### config.mk
export PLATFORM = sky130hd
export DESIGN_NAME = lidar_scan_packet_deframer
export DESIGN_NICKNAME = d
export VERILOG_FILES = /design/src/lspd_pkg.sv /design/src/lspd_ctrl.sv /design/src/lspd_datapath.sv /design/src/lidar_scan_packet_deframer.sv
export SDC_FILE = /design/constraint.sdc
export NUM_CORES = 1
export LEC_CHECK = 0
export BUFFER_PORTS_ARGS = -buffer_cell sky130_fd_sc_hd__buf_4
export CAP_MARGIN = 20
export CORE_UTILIZATION = 65
export DETAILED_ROUTE_END_ITERATION = 6
export HOLD_SLACK_MARGIN = 0.02
export PLACE_DENSITY = 0.83
export SYNTH_ARGS = -nofsm -noshare
export SYNTH_HDL_FRONTEND = slang
export SYNTH_HIERARCHICAL = 1
export SYNTH_SLANG_ARGS = --single-unit
### constraint.sdc
create_clock -name clock -period 17 [get_ports clock]
set_input_delay 5.1 -clock clock [delete_from_list [all_inputs] [get_ports clock]]
set_output_delay 5.1 -clock clock [all_outputs]
set_load 0.1 [all_outputs]
### src/lspd_pkg.sv
// shared constants and control/status types for the lidar scan packet deframer
package lspd_pkg;

   localparam int          HEADER_BYTES_DEFAULT = 8;
   localparam int          HEADER_USED          = 6;
   localparam int          DIV_STEPS            = 31;

   localparam logic [7:0]  SYNC_FIRST   = 8'hAA;
   localparam logic [7:0]  SYNC_SECOND  = 8'h55;
   localparam logic [7:0]  LIMIT_RESET  = 8'd10;
   localparam logic [7:0]  FREQ_OFFSET  = 8'd30;
   localparam logic [15:0] FULL_TURN    = 16'd23040;

   localparam logic [1:0]  KIND_SAMPLE    = 2'd0;
   localparam logic [1:0]  KIND_START     = 2'd1;
   localparam logic [1:0]  KIND_SYNC_FAIL = 2'd2;

   typedef struct packed {
      logic hunt_byte;
      logic header_byte;
      logic low_byte;
      logic high_byte;
      logic div_load;
      logic emit_fail;
      logic emit_start;
      logic emit_sample;
   } cmd_type;

   typedef struct packed {
      logic sync_hit;
      logic hunt_fail;
      logic header_last;
      logic div_done;
      logic count_zero;
      logic start_flag;
      logic last_sample;
      logic dist_nonzero;
      logic out_free;
   } status_type;

endpackage

### src/lspd_ctrl.sv
// packet phase state machine: sequences hunt, header, step divide and distance beats
module lspd_ctrl (
   input  logic                 clock,
   input  logic                 reset,
   input  logic                 req_tvalid,
   output logic                 req_tready,
   input  lspd_pkg::status_type status,
   output lspd_pkg::cmd_type    cmd
);

   localparam logic [2:0] ST_HUNT   = 3'd0;
   localparam logic [2:0] ST_HEADER = 3'd1;
   localparam logic [2:0] ST_SETUP  = 3'd2;
   localparam logic [2:0] ST_DIVIDE = 3'd3;
   localparam logic [2:0] ST_LOW    = 3'd4;
   localparam logic [2:0] ST_HIGH   = 3'd5;

   logic [2:0] state_ff;
   logic [2:0] state_in;

   always_comb begin
      state_in   = state_ff;
      req_tready = 1'b0;
      cmd        = '0;
      unique case (state_ff)
         ST_HUNT: begin
            req_tready = status.out_free;
            if (req_tvalid && req_tready) begin
               cmd.hunt_byte = 1'b1;
               if (status.sync_hit) begin
                  state_in = ST_HEADER;
               end else if (status.hunt_fail) begin
                  cmd.emit_fail = 1'b1;
               end
            end
         end
         ST_HEADER: begin
            req_tready = 1'b1;
            if (req_tvalid && req_tready) begin
               cmd.header_byte = 1'b1;
               if (status.header_last) begin
                  state_in = ST_SETUP;
               end
            end
         end
         ST_SETUP: begin
            cmd.div_load = 1'b1;
            state_in     = ST_DIVIDE;
         end
         ST_DIVIDE: begin
            // scan start beat needs the output register only when flagged
            if (status.div_done && (status.out_free || !status.start_flag)) begin
               cmd.emit_start = status.start_flag;
               state_in       = status.count_zero ? ST_HUNT : ST_LOW;
            end
         end
         ST_LOW: begin
            req_tready = 1'b1;
            if (req_tvalid && req_tready) begin
               cmd.low_byte = 1'b1;
               state_in     = ST_HIGH;
            end
         end
         ST_HIGH: begin
            req_tready = status.out_free;
            if (req_tvalid && req_tready) begin
               cmd.high_byte   = 1'b1;
               cmd.emit_sample = status.dist_nonzero;
               state_in        = status.last_sample ? ST_HUNT : ST_LOW;
            end
         end
         default: begin
            state_in = ST_HUNT;
         end
      endcase
   end

   always_ff @(posedge clock) begin
      if (reset) begin
         state_ff <= ST_HUNT;
      end else begin
         state_ff <= state_in;
      end
   end

   a_one_emit: assert property (@(posedge clock) disable iff (reset)
      $onehot0({cmd.emit_fail, cmd.emit_start, cmd.emit_sample}))
      else $error("more than one result source in a cycle");

   a_emit_room: assert property (@(posedge clock) disable iff (reset)
      (cmd.emit_fail || cmd.emit_start || cmd.emit_sample) |-> status.out_free)
      else $error("result loaded while output register occupied");

   a_no_take_in_divide: assert property (@(posedge clock) disable iff (reset)
      (state_ff == ST_SETUP || state_ff == ST_DIVIDE) |-> !req_tready)
      else $error("byte taken while the angle step is being worked out");

   a_setup_to_divide: assert property (@(posedge clock) disable iff (reset)
      (state_ff == ST_SETUP) |=> (state_ff == ST_DIVIDE))
      else $error("setup not followed by divide");

endmodule

### src/lspd_datapath.sv
// deframer datapath: hunt counter, header store, serial step divider, angle accumulator, output register
module lspd_datapath #(
   parameter int HEADER_BYTES = lspd_pkg::HEADER_BYTES_DEFAULT
) (
   input  logic                 clock,
   input  logic                 reset,
   input  logic                 csr_wen,
   input  logic [7:0]           csr_wdata,
   input  logic [7:0]           rx_byte,
   input  lspd_pkg::cmd_type    cmd,
   output lspd_pkg::status_type status,
   input  logic                 rsp_ready,
   output logic                 rsp_valid,
   output logic [1:0]           rsp_kind,
   output logic [39:0]          rsp_data
);

   localparam int               POS_W    = $clog2(HEADER_BYTES);
   localparam logic [POS_W-1:0] POS_LAST = POS_W'(HEADER_BYTES - 1);
   localparam logic [POS_W-1:0] POS_USED = POS_W'(lspd_pkg::HEADER_USED);

   // control state
   logic [7:0]       limit_ff,    limit_in;
   logic [7:0]       prev_ff,     prev_in;
   logic [7:0]       hunt_cnt_ff, hunt_cnt_in;
   logic [POS_W-1:0] pos_ff,      pos_in;
   logic             div_busy_ff, div_busy_in;
   logic [4:0]       div_cnt_ff,  div_cnt_in;
   logic             rsp_valid_ff, rsp_valid_in;

   // payload
   logic [7:0]  store_ff [lspd_pkg::HEADER_USED];
   logic [7:0]  store_in [lspd_pkg::HEADER_USED];
   logic [31:0] step_ff,    step_in;
   logic [39:0] acc_ff,     acc_in;
   logic [7:0]  smp_pos_ff, smp_pos_in;
   logic [7:0]  low_ff,     low_in;
   logic [7:0]  div_rem_ff, div_rem_in;
   logic [30:0] div_quo_ff, div_quo_in;
   logic [7:0]  div_den_ff, div_den_in;
   logic        div_neg_ff, div_neg_in;
   logic        div_null_ff, div_null_in;
   logic [1:0]  kind_ff,    kind_in;
   logic [39:0] data_ff,    data_in;

   // combinational helpers
   logic [7:0]  hunt_next;
   logic [7:0]  smp_next;
   logic [14:0] first_angle;
   logic [14:0] last_angle;
   logic [16:0] span;
   logic [16:0] span_abs;
   logic [8:0]  div_shift;
   logic        div_fits;
   logic [8:0]  div_diff;
   logic [7:0]  div_rem_next;
   logic [30:0] div_quo_next;
   logic [31:0] q_mag;
   logic [23:0] ipart;
   logic [23:0] angle_wrapped;
   logic [15:0] distance;

   assign hunt_next = hunt_cnt_ff + 8'd1;
   assign smp_next  = smp_pos_ff + 8'd1;
   assign distance  = {rx_byte, low_ff};

   assign status.sync_hit     = (prev_ff == lspd_pkg::SYNC_FIRST)
                                && (rx_byte == lspd_pkg::SYNC_SECOND);
   assign status.hunt_fail    = hunt_next >= limit_ff;
   assign status.header_last  = pos_ff == POS_LAST;
   assign status.div_done     = !div_busy_ff;
   assign status.count_zero   = store_ff[1] == 8'd0;
   assign status.start_flag   = store_ff[0][0];
   assign status.last_sample  = smp_next >= store_ff[1];
   assign status.dist_nonzero = distance != 16'd0;
   assign status.out_free     = !rsp_valid_ff || rsp_ready;

   // header angles are the 16-bit word shifted right by one
   assign first_angle = {store_ff[3], store_ff[2][7:1]};
   assign last_angle  = {store_ff[5], store_ff[4][7:1]};

   always_comb begin
      span = {2'b00, last_angle} - {2'b00, first_angle};
      if (last_angle < first_angle) begin
         span = span + {1'b0, lspd_pkg::FULL_TURN};
      end
      span_abs = span[16] ? (17'd0 - span) : span;
   end

   // one restoring quotient bit per cycle
   assign div_shift    = {div_rem_ff, div_quo_ff[30]};
   assign div_fits     = div_shift >= {1'b0, div_den_ff};
   assign div_diff     = div_shift - {1'b0, div_den_ff};
   assign div_rem_next = div_fits ? div_diff[7:0] : div_shift[7:0];
   assign div_quo_next = {div_quo_ff[29:0], div_fits};
   // negative span floors toward minus infinity
   assign q_mag = {1'b0, div_quo_next}
                  + {31'd0, div_neg_ff && (div_rem_next != 8'd0)};

   assign ipart = acc_ff[39:16];
   always_comb begin
      angle_wrapped = ipart;
      if (!ipart[23] && (ipart >= {8'd0, lspd_pkg::FULL_TURN})) begin
         angle_wrapped = ipart - {8'd0, lspd_pkg::FULL_TURN};
      end
   end

   always_comb begin
      limit_in     = csr_wen ? csr_wdata : limit_ff;
      prev_in      = prev_ff;
      hunt_cnt_in  = hunt_cnt_ff;
      pos_in       = pos_ff;
      store_in     = store_ff;
      step_in      = step_ff;
      acc_in       = acc_ff;
      smp_pos_in   = smp_pos_ff;
      low_in       = low_ff;
      div_busy_in  = div_busy_ff;
      div_cnt_in   = div_cnt_ff;
      div_rem_in   = div_rem_ff;
      div_quo_in   = div_quo_ff;
      div_den_in   = div_den_ff;
      div_neg_in   = div_neg_ff;
      div_null_in  = div_null_ff;
      rsp_valid_in = rsp_valid_ff && !rsp_ready;
      kind_in      = kind_ff;
      data_in      = data_ff;

      if (cmd.hunt_byte) begin
         prev_in = rx_byte;
         if (status.sync_hit) begin
            hunt_cnt_in = 8'd0;
            pos_in      = '0;
         end else if (status.hunt_fail) begin
            hunt_cnt_in = 8'd0;
         end else begin
            hunt_cnt_in = hunt_next;
         end
      end

      if (cmd.header_byte) begin
         if (pos_ff < POS_USED) begin
            store_in[pos_ff[2:0]] = rx_byte;
         end
         pos_in = status.header_last ? '0 : pos_ff + POS_W'(1);
      end

      if (cmd.div_load) begin
         div_busy_in = 1'b1;
         div_cnt_in  = 5'(lspd_pkg::DIV_STEPS);
         div_rem_in  = 8'd0;
         div_quo_in  = {span_abs[14:0], 16'd0};
         div_den_in  = store_ff[1] - 8'd1;
         div_neg_in  = span[16];
         div_null_in = store_ff[1] < 8'd2;
         acc_in      = {9'd0, first_angle, 16'd0};
         smp_pos_in  = 8'd0;
      end else if (div_busy_ff) begin
         div_rem_in = div_rem_next;
         div_quo_in = div_quo_next;
         div_cnt_in = div_cnt_ff - 5'd1;
         if (div_cnt_ff == 5'd1) begin
            div_busy_in = 1'b0;
            if (div_null_ff) begin
               step_in = 32'd0;
            end else if (div_neg_ff) begin
               step_in = 32'd0 - q_mag;
            end else begin
               step_in = q_mag;
            end
         end
      end

      if (cmd.low_byte) begin
         low_in = rx_byte;
      end

      if (cmd.high_byte) begin
         acc_in     = acc_ff + {{8{step_ff[31]}}, step_ff};
         smp_pos_in = smp_next;
      end

      if (cmd.emit_fail) begin
         rsp_valid_in = 1'b1;
         kind_in      = lspd_pkg::KIND_SYNC_FAIL;
         data_in      = 40'd0;
      end else if (cmd.emit_start) begin
         rsp_valid_in = 1'b1;
         kind_in      = lspd_pkg::KIND_START;
         data_in      = {({1'b0, store_ff[0][7:1]} + lspd_pkg::FREQ_OFFSET), 32'd0};
      end else if (cmd.emit_sample) begin
         rsp_valid_in = 1'b1;
         kind_in      = lspd_pkg::KIND_SAMPLE;
         data_in      = {8'd0, angle_wrapped[15:0], distance};
      end
   end

   always_ff @(posedge clock) begin
      if (reset) begin
         limit_ff     <= lspd_pkg::LIMIT_RESET;
         prev_ff      <= 8'd0;
         hunt_cnt_ff  <= 8'd0;
         pos_ff       <= '0;
         div_busy_ff  <= 1'b0;
         div_cnt_ff   <= 5'd0;
         rsp_valid_ff <= 1'b0;
      end else begin
         limit_ff     <= limit_in;
         prev_ff      <= prev_in;
         hunt_cnt_ff  <= hunt_cnt_in;
         pos_ff       <= pos_in;
         div_busy_ff  <= div_busy_in;
         div_cnt_ff   <= div_cnt_in;
         rsp_valid_ff <= rsp_valid_in;
      end
   end

   always_ff @(posedge clock) begin
      store_ff    <= store_in;
      step_ff     <= step_in;
      acc_ff      <= acc_in;
      smp_pos_ff  <= smp_pos_in;
      low_ff      <= low_in;
      div_rem_ff  <= div_rem_in;
      div_quo_ff  <= div_quo_in;
      div_den_ff  <= div_den_in;
      div_neg_ff  <= div_neg_in;
      div_null_ff <= div_null_in;
      kind_ff     <= kind_in;
      data_ff     <= data_in;
   end

   assign rsp_valid = rsp_valid_ff;
   assign rsp_kind  = kind_ff;
   assign rsp_data  = data_ff;

   a_load_starts_div: assert property (@(posedge clock) disable iff (reset)
      cmd.div_load |=> (div_busy_ff && div_cnt_ff == 5'(lspd_pkg::DIV_STEPS)))
      else $error("divider not started by load");

   a_no_sample_mid_div: assert property (@(posedge clock) disable iff (reset)
      div_busy_ff |-> !(cmd.high_byte || cmd.emit_start))
      else $error("step used before the divider finished");

endmodule

### src/lidar_scan_packet_deframer.sv
// top level of the lidar scan packet deframer: controller plus datapath
//
//   group   direction  payload                                      note
//   req_    in         tdata[7:0] rx_byte                           one link byte per beat
//   rsp_    out        tdata distance/angle/freq, tuser kind        at most one per byte
//   csr_    in         wdata[7:0] sync_attempt_limit                write only, reset 10
//
// hunt, header and distance bytes are taken one per beat; after the last header byte
// the angle step comes from a serial restoring divider, one quotient bit per cycle,
// so that header ends with a setup step, 31 quotient bits and a hand-off, all without input.
// a byte that may give a result is taken only when the output register is free or
// being emptied in the same cycle; other bytes never wait on the output side.
// reset is synchronous and returns the block to hunting with the limit at 10.
module lidar_scan_packet_deframer #(
   parameter int HEADER_BYTES = lspd_pkg::HEADER_BYTES_DEFAULT
) (
   input  logic        clock,
   input  logic        reset,
   input  logic        req_tvalid,
   output logic        req_tready,
   input  logic [7:0]  req_tdata,   // [7:0] rx_byte
   output logic        rsp_tvalid,
   input  logic        rsp_tready,
   output logic [39:0] rsp_tdata,   // [15:0] distance, [31:16] angle, [39:32] scan_freq_tenths
   output logic [1:0]  rsp_tuser,   // [1:0] result_kind
   input  logic        csr_wen,
   input  logic [7:0]  csr_wdata    // [7:0] sync_attempt_limit
);

   lspd_pkg::cmd_type    cmd;
   lspd_pkg::status_type status;

   lspd_ctrl u_ctrl (
      .clock      (clock),
      .reset      (reset),
      .req_tvalid (req_tvalid),
      .req_tready (req_tready),
      .status     (status),
      .cmd        (cmd)
   );

   lspd_datapath #(
      .HEADER_BYTES (HEADER_BYTES)
   ) u_datapath (
      .clock     (clock),
      .reset     (reset),
      .csr_wen   (csr_wen),
      .csr_wdata (csr_wdata),
      .rx_byte   (req_tdata),
      .cmd       (cmd),
      .status    (status),
      .rsp_ready (rsp_tready),
      .rsp_valid (rsp_tvalid),
      .rsp_kind  (rsp_tuser),
      .rsp_data  (rsp_tdata)
   );

endmodule
# Word level (Yosys, flattened, before mapping)

Cells that the tools add are included.

Register bits after elaboration: 264
Latch bits: 0
RAM bits: 0
ROM bits: 0
Bits of input ports: 21
Output and inout bits: 44
Logic and storage cells: 156
Memories kept: 0

$add $sub $neg: 14
Multipliers: 0
Div/mod/pow operators: 0
Magnitude comparators: 9
Equal/unequal tests: 16
Shift-type cells: 0
Muxes and demuxes: 58
Bitwise logic cells: 2
Reduce and logical (&&, ||, !) cells: 30

Operators by type and width:

| cell                                                                    | number |
|---|---|
| 40-bit 2-to-1 mux                                                       | 4 |
| 31-bit 2-to-1 mux                                                       | 2 |
| 48-bit bitwise mux                                                      | 1 |
| 8-bit 2-to-1 mux                                                        | 6 |
| 40-bit adder                                                            | 1 |
| 3-bit 2-to-1 mux                                                        | 13 |
| 31-bit by 1-bit adder with 32-bit output                                | 1 |
| 32-bit 2-to-1 mux                                                       | 1 |
| 1-bit by 32-bit subtractor with 32-bit output, first input constant     | 1 |
| 8-bit demux with 3-bit select                                           | 1 |
| 24-bit by 15-bit >= comparator with 1-bit output, second input constant | 1 |
| 1-bit 2-to-1 mux                                                        | 21 |
| 3-bit case mux with 6 select lines                                      | 1 |
| 17-bit by 15-bit adder with 17-bit output, second input constant        | 1 |
| 17-bit 2-to-1 mux                                                       | 1 |
| 8-bit by 1-bit adder with 8-bit output, second input constant           | 2 |
| 8-bit >= comparator                                                     | 2 |
| 16-bit 2-to-1 mux                                                       | 1 |
| 16-bit nonzero test                                                     | 1 |
| 15-bit by 15-bit subtractor with 16-bit output                          | 1 |
| 16-bit by 15-bit subtractor with 16-bit output, second input constant   | 1 |
| 15-bit less-than comparator                                             | 1 |
| 15-bit 2-to-1 mux                                                       | 1 |
| 1-bit by 15-bit subtractor with 15-bit output, first input constant     | 1 |
| other kinds (34)                                                        | 62 |

# Logic depth before layout (Yosys ltp)

Gate-level depths: netlist of the first run.

Word-level depth: 8
Mapped depth: 26
Depth with buffers taken out: 24

# Cells and area by module

The synthesis of the first run kept the hierarchy.

Modules (own cells, without submodules):

| module        | times used | cells each | area each (um2) | seq. area each (um2) |
|---|---|---|---|---|
| lspd_datapath | 1          | 1565       | 15272.1         | 6776.5 |
| lspd_ctrl     | 1          | 44         | 331.6           | 60.1 |

# Worst setup path after synthesis of the first run

No wires, ideal clock.

Path kind: input-to-output
Start: input port rsp_tready
End: output port req_tready
Arrival: 6.645 ns
Required time: 11.900 ns
Path slack: 5.255 ns
Stages: 3
Buffers on the path: 0
Path through: nand2b_1 -> nor2_1 -> nor2_1

Cells in the longest elaborated chain, start to end: 2

RTL lines:

| element                            | line                             | RTL |
|---|---|---|
| start: declaration                 | lidar_scan_packet_deframer.sv:23 | `input logic rsp_tready,` |
| 1-bit logical OR                   | lspd_datapath.sv:76              | `assign status.out_free = !rsp_valid_ff \|\| rsp_ready;` |
| 1-bit case mux with 2 select lines | lspd_ctrl.sv:25                  | `unique case (state_ff)` |
| end: declaration                   | lidar_scan_packet_deframer.sv:20 | `output logic req_tready,` |

Every way passes these cells.

==> flow_summary_export.csv, run 1 <==
group,metric,value,unit
global_routing,grt_max_degree,62,
critical_path,critical_path_arrival,6.08,ns
drt,detailedRoute.firstIterationViolations,933,
clocking,post-cts-setup-buffer-count,0,
clocking,post_cts_resized,0,
job,timing.max_cap.violations,0,
critical_path,crit_path_start_kind,"input port",
sta,finClkSkew,0.02282,ns
critical_path,critical_path.max_fanout,9,
sta,fin_setup_tns,0,ns
synth,avgSynthCellArea,9.698,sq um
sta,finalMaxSlewViolations,0,
drt,wl_met2,16.30,mm
drt,wirelength_met1,14.79,mm
synth,ys_async_sr_fraction,0,%
clocking,cts_hold_buf,0,
critical_path,worst_r2r_path_depth,25,
global_routing,grt_antenna_before_repair,0,
drt,wl_per_cell,16.91,microns
clocking,htreeDepth,1,
clocking,clock_sinks,262,
critical_path,timing.critical_path.required,11.90,ns
placement,port-buffer-count,64,
layout,final_non_filler_cell_area,17240,sq um
sta,period_utilization_post_route,65.74,%
placement,placed_inst_area,16310,sq um
clocking,cts_tree,"done",
global_routing,grt_pass1_vias,11400,
die,die_x,156.9,microns
critical_path,critPathCaptureType,"output port",
sta,maxClockFrequency,89.48,MHz
critical_path,r2r_start,"u_datapath/div_den_ff[1]",
drt,drc,0,
synth,syn-cell-area,15600,sq um
sta,hold_violations,0,
die,cell_row_count,56,
die,die_area,24630,sq um
synth,yosys_warnings,6,
die,core_area,23470,sq um
global_routing,gr-usage-all-layers,27.41,%
layout,drive_gt1_share,9.302,%
layout,n_antenna_cell,0,
synth,yosysUniqueCellTypes,92,
synth,synth-seq-area-share,43.81,%
sta,worst-slew-pin-transition,1.062,ns
synth,synth_edf_count,159,
drt,highest_layer,"met4",
clocking,clock_tree.buffer_depth,3,
power,p_total,0.001442,W
synth,synth_ff_type,"edfxtp_1",
power,power.leakage,6.823,nW
drt,vias,11940,
drt,total_routed_length,33.74,mm
sta,finalCriticalPeriod,11.18,ns
synth,synth_nets,1726,
hold_path,worst_hold_path_depth,1,
critical_path,timing_worst_setup_path_type,"in -> out",
sta,timing.max_slew.rel_slack,28.92,%
die,initial_core_util,66.48,%
placement,weighted_congestion_reported_at_the_end_of_routability_driven_placement,0.9125,
synth,yosys_register_bits,262,
synth,synthesis.instances,1609,
sta,rsz0062_at_grt,"no",
clocking,clock_tree.root_cell,"clkbuf_16",
clocking,clock_insertion_delay_worst_skew,0.55,ns
global_routing,grt_pass1_wl,54.24,mm
run_status,run_status,"completed",
hold_path,hold-path-endpoint,"u_datapath/rsp_kind[1]",
layout,finish.net_count,1771,
placement,place_hpwl,24.01,mm
layout,areaGrowthSynthToFinish,10.46,%
drt,detail_route.first_pass.iterations,5,
critical_path,reg2reg_slack,10.77,ns
drt,detail_route.vias_per_cell,5.979,
die,die_height,156.9,microns
layout,num-fill-cells,1668,
power,powerDensity,83.66,nW/um^2
power,vdd.ir_drop.worst,0.00006780,V
clocking,clk_transition_reported_paths,0.06,ns
hold_path,holdCritPathClass,"reg -> reg",
drt,antenna_left,0,
drt,met3_wirelength,1.584,mm
clocking,numCtsBuffers,29,
critical_path,worst_r2r_endpoint,"u_datapath/step_ff[29]",
sta,timing.final.setup_violations,0,
die,io_pins,65,
hold_path,hold_start,"u_datapath/rsp_kind[1]",
global_routing,global_route.overflow_total,0,
-- cell families after synthesis --
logic type,after synthesis,share of synthesized area [%]
and+or+nand+nor,578,18.54
xor gates and xnor gates,142,7.970
buffers and inverters,154,3.969
muxes,69,4.482
AOI/OAI and AO/OA,308,13.38
adders and majority gates,96,7.842
DFF,262,43.81
-- registers in the layout (all words and copies together), names as in the netlist --
signal,cells
u_ctrl/state_ff,3
u_datapath/acc_ff,40
u_datapath/div_busy_ff,1
u_datapath/div_cnt_ff,5
u_datapath/div_den_ff,8
u_datapath/div_neg_ff,1
u_datapath/div_null_ff,1
u_datapath/div_quo_ff,31
u_datapath/div_rem_ff,8
u_datapath/first_angle,15
u_datapath/hunt_cnt_ff,8
u_datapath/last_angle,15
u_datapath/limit_ff,8
u_datapath/low_ff,8
u_datapath/pos_ff,3
u_datapath/prev_ff,8
u_datapath/rsp_data,40
u_datapath/rsp_kind,2
u_datapath/rsp_valid,1
u_datapath/smp_pos_ff,8
u_datapath/status,1
u_datapath/step_ff,32
u_datapath/store_ff,15
-- worst max-delay path by stage --
stage | from | to | slack, ns | depth (start not counted)
floorplan | rsp_tready | req_tready | 5.25 | 3
global placement | rsp_tready | req_tready | 5.87 | 5
detailed placement | rsp_tready | req_tready | 5.82 | 5
CTS | rsp_tready | req_tready | 5.80 | 5
global route | rsp_tready | req_tready | 5.73 | 5
finish | rsp_tready | req_tready | 5.82 | 5
-- final cells by class --
type | instances | area (sq um) | share of cell area [%]
Clock inverter | 22 | 158.9 | 0.9219
Clock buffer | 32 | 737.0 | 4.276
Tap cell | 319 | 399.1 | 2.316
Sequential cell | 262 | 6837 | 39.66
Timing Repair Buffer | 77 | 598.1 | 3.470
Multi-Input combinational cell | 1193 | 8165 | 47.37
Inverter | 91 | 341.6 | 1.982
-- stage by stage --
stage	worst slack [ns]	cells	util [%]	hold slack, ns
after global placement	5.873	1938	69.40	0.4412
after CTS	5.796	1993	73.30	0.4641
after detailed placement	5.817	1939	69.49	0.4497
final	5.824	1996	73.43	0.4655
after global routing	5.731	1996	73.43	0.4871
after floorplan	5.255	1609	-	0.4457
-- worst max-delay path, stage by stage --
cell,delay [ns]
buf_4,0.07
nand2b_1,0.29
nor2_1,0.11
nor2_1,0.17
buf_4,0.32
-- cell usage in the layout (no fill, tap or decap), types with 43 or more instances in the layout --
cell type,n
a21oi_1,73
buf_4,73
dfxtp_1,103
edfxtp_1,159
ha_1,93
inv_1,90
mux2i_1,65
nand2_1,84
nor2_1,211
nor3_1,43
o21ai_0,68
xnor2_1,86
xor2_1,56
-- Yosys cell counts, types with 5 or more instances --
master,count,area [sq um]
nand3_1,39,195.2
a21o_1,27,202.7
buf_4,5,37.54
a21oi_2,7,61.31
o31a_1,6,52.55
nand2b_1,25,156.4
a211oi_1,15,112.6
buf_1,7,26.28
or3_1,22,137.6
o21bai_1,5,37.54
nor3b_1,14,105.1
nor4_1,15,93.84
edfxtp_1,159,4775
nand4_1,17,106.4
and2_1,18,112.6
ha_1,93,1164
and3_1,19,118.9
o21a_1,12,90.09
o211ai_1,5,37.54
a22o_1,10,87.58
o21ai_1,7,35.03
nor3_1,46,230.2
a31oi_1,9,56.30
o31ai_1,8,60.06
nor2_1,211,792.0
inv_1,90,337.8
buf_2,5,25.02
nor2b_1,19,118.9
xnor2_1,86,753.2
mux2i_1,65,650.6
clkbuf_1,43,161.4
a21oi_1,73,365.4
o21ai_0,68,340.3
nand2_1,84,315.3
a32o_1,8,80.08
dfxtp_1,103,2062
xor2_1,56,490.5
or2_2,5,31.28
nand4b_1,6,52.55
or4_1,9,67.56
-- metal layers --
metal	up-vias	track usage (%)
li1	5896	-
met1	5618	35.48
met2	347	47.26
met3	74	3.111
met4	0	10.08
met5	-	0
-- power breakdown --
part / internal (W) / leakage, nW / switching (W)
Combinational: 0.0000480 / 4.10 / 0.000111
Sequential: 0.000684 / 2.29 / 0.0000105
Clock: 0.000341 / 0.433 / 0.000249
Total: 0.00107 / 6.82 / 0.000370
(Power assumes the default switching activity.)
==> inputs of run 2 (changes only) <==
Settings changed: CORE_UTILIZATION 65 to 63, PLACE_DENSITY 0.83 to 0.81.
Clock period 17 ns to 11 ns, I/O delays scaled along.
==> run 2 against run 1 <==
Sequential cell count unchanged. Clock power increased by 71%. Design area increased by 0.63%. Register-to-register slack got worse by 5.9 ns. Largest cell class unchanged. Largest power group unchanged. Routed wire length decreased by 0.55%. Critical path depth unchanged. Global-route usage decreased by 1.2 points. Critical endpoint unchanged. Clock-buffer cell count increased by 5. Core utilization decreased by 2.1 points. Via count increased by 0.17%. Worst hold slack improved by 0.0040 ns.
==> flow_summary_export.csv, run 2 (synthesis results as in run 1) <==
group,metric,value,unit
run_status,run_status,"completed",
global_routing,grt_antenna_before_repair,0,
sta,worst-slew-pin-transition,1.092,ns
drt,drc,0,
drt,wl_per_cell,16.77,microns
critical_path,critPathCaptureType,"output port",
critical_path,timing.critical_path.required,7.70,ns
die,die_height,159.4,microns
power,vdd.ir_drop.worst,0.0001161,V
clocking,clock_tree.buffer_depth,3,
sta,holdWs,0.4695,ns
sta,timing.max_slew.rel_slack,26.72,%
layout,drive_gt1_share,9.720,%
layout,finalNonFillerCells,2001,
placement,place_hpwl,23.06,mm
drt,detail_route.vias_per_cell,5.975,
layout,layout_commonest_cell,"nor2_1",
clocking,post_cts_resized,0,
hold_path,holdCritPathClass,"reg -> reg",
sta,hold_violations,0,
sta,fin_setup_tns,0,ns
layout,areaGrowthSynthToFinish,11.16,%
layout,n_antenna_cell,0,
placement,dpl.cell_count,1945,
critical_path,critical_path.max_fanout,9,
die,io_pins,65,
sta,timing.final.setup_violations,0,
global_routing,grt_max_degree,62,
sta,maxClockFrequency,134.9,MHz
drt,antenna_left,0,
die,die_area,25400,sq um
global_routing,grt_pass1_vias,11210,
layout,finish.net_count,1772,
die,core_area,24320,sq um
die,die_x,159.4,microns
critical_path,crit_path_start_kind,"input port",
die,cell_row_count,57,
critical_path,timing_worst_setup_path_type,"in -> out",
drt,detailedRoute.firstIterationViolations,1051,
global_routing,grt_pass1_wl,54.55,mm
clocking,clock_insertion_delay_worst_skew,0.55,ns
layout,layout_common_cells,"211 x nor2_1, 159 x edfxtp_1, 103 x dfxtp_1",
sta,finClkSkew,0.01269,ns
sta,period_utilization_post_route,67.37,%
power,powerDensity,134.3,nW/um^2
global_routing,global_route.overflow_total,0,
die,initial_core_util,64.16,%
clocking,post-cts-setup-buffer-count,0,
clocking,htreeDepth,1,
sta,rsz0062_at_grt,"no",
clocking,numCtsBuffers,29,
placement,port-buffer-count,64,
clocking,clk_transition_reported_paths,0.06,ns
critical_path,critical_path_arrival,4.11,ns
clocking,clock_sinks,262,
power,p_total,0.002330,W
power,power.leakage,6.899,nW
drt,vias,11960,
sta,finalCriticalPeriod,7.410,ns
clocking,clock_tree.root_cell,"clkbuf_16",
drt,total_routed_length,33.56,mm
placement,weighted_congestion_reported_at_the_end_of_routability_driven_placement,0.9433,
global_routing,gr-usage-all-layers,26.20,%
clocking,cts_tree,"done",
clocking,cts_hold_buf,0,
drt,detail_route.first_pass.iterations,6,
sta,finalMaxSlewViolations,0,
job,timing.max_cap.violations,0,
[run 2: area by class of cell]
class / count / area (sq um)
Multi-Input combinational cell: 1193 / 8165
Inverter: 91 / 341.6
Clock inverter: 16 / 156.4
Fill cell: 1795 / 6974
Sequential cell: 262 / 6837
Tap cell: 324 / 405.4
Clock buffer: 37 / 862.1
Timing Repair Buffer: 78 / 578.1
[run 2: report_power, final]
part,internal (W),switching [W],total (W)
Sequential,0.00106,0.0000168,0.00107
Combinational,0.0000739,0.000169,0.000243
Clock,0.000622,0.000391,0.00101
[run 2: path summary, 6_finish.rpt]
check | endpoint | slack (ns) | from | depth (start not counted)
setup / recovery | req_tready | 3.59 | rsp_tready | 5
hold / removal | u_datapath/div_rem_ff[7] | 0.47 | u_datapath/div_rem_ff[7] | 2
setup reg to reg | u_datapath/step_ff[29] | 4.91 | u_datapath/div_den_ff[1] | 25
hold reg to reg | u_datapath/div_rem_ff[7] | 0.47 | u_datapath/div_rem_ff[7] | 2
[run 2: metal layers]
metal,routed length [microns],GRT usage [%],up-vias
met4,1045,9.397,0
met2,15950,44.88,327
li1,-,-,5892
met3,1777,3.386,70
met5,0,0,-
met1,14790,34.10,5666
[run 2: stage by stage]
stage	worst slack, ns	util [%]	cell area (sq um)
6_report	3.590	71.32	17350
5_1_grt	3.538	71.32	17350
4_1_cts	3.588	71.26	17330
3_5_place_dp	3.600	67.07	16310
3_3_place_gp	3.605	67.07	16310
2_1_floorplan	2.855	-	15600
[run 2: worst max-delay path: stages]
cell and delay [ns]:
buf_4 0.07, nand2b_1 0.26, nor2_1 0.08, nor2_1 0.09, buf_4 0.30
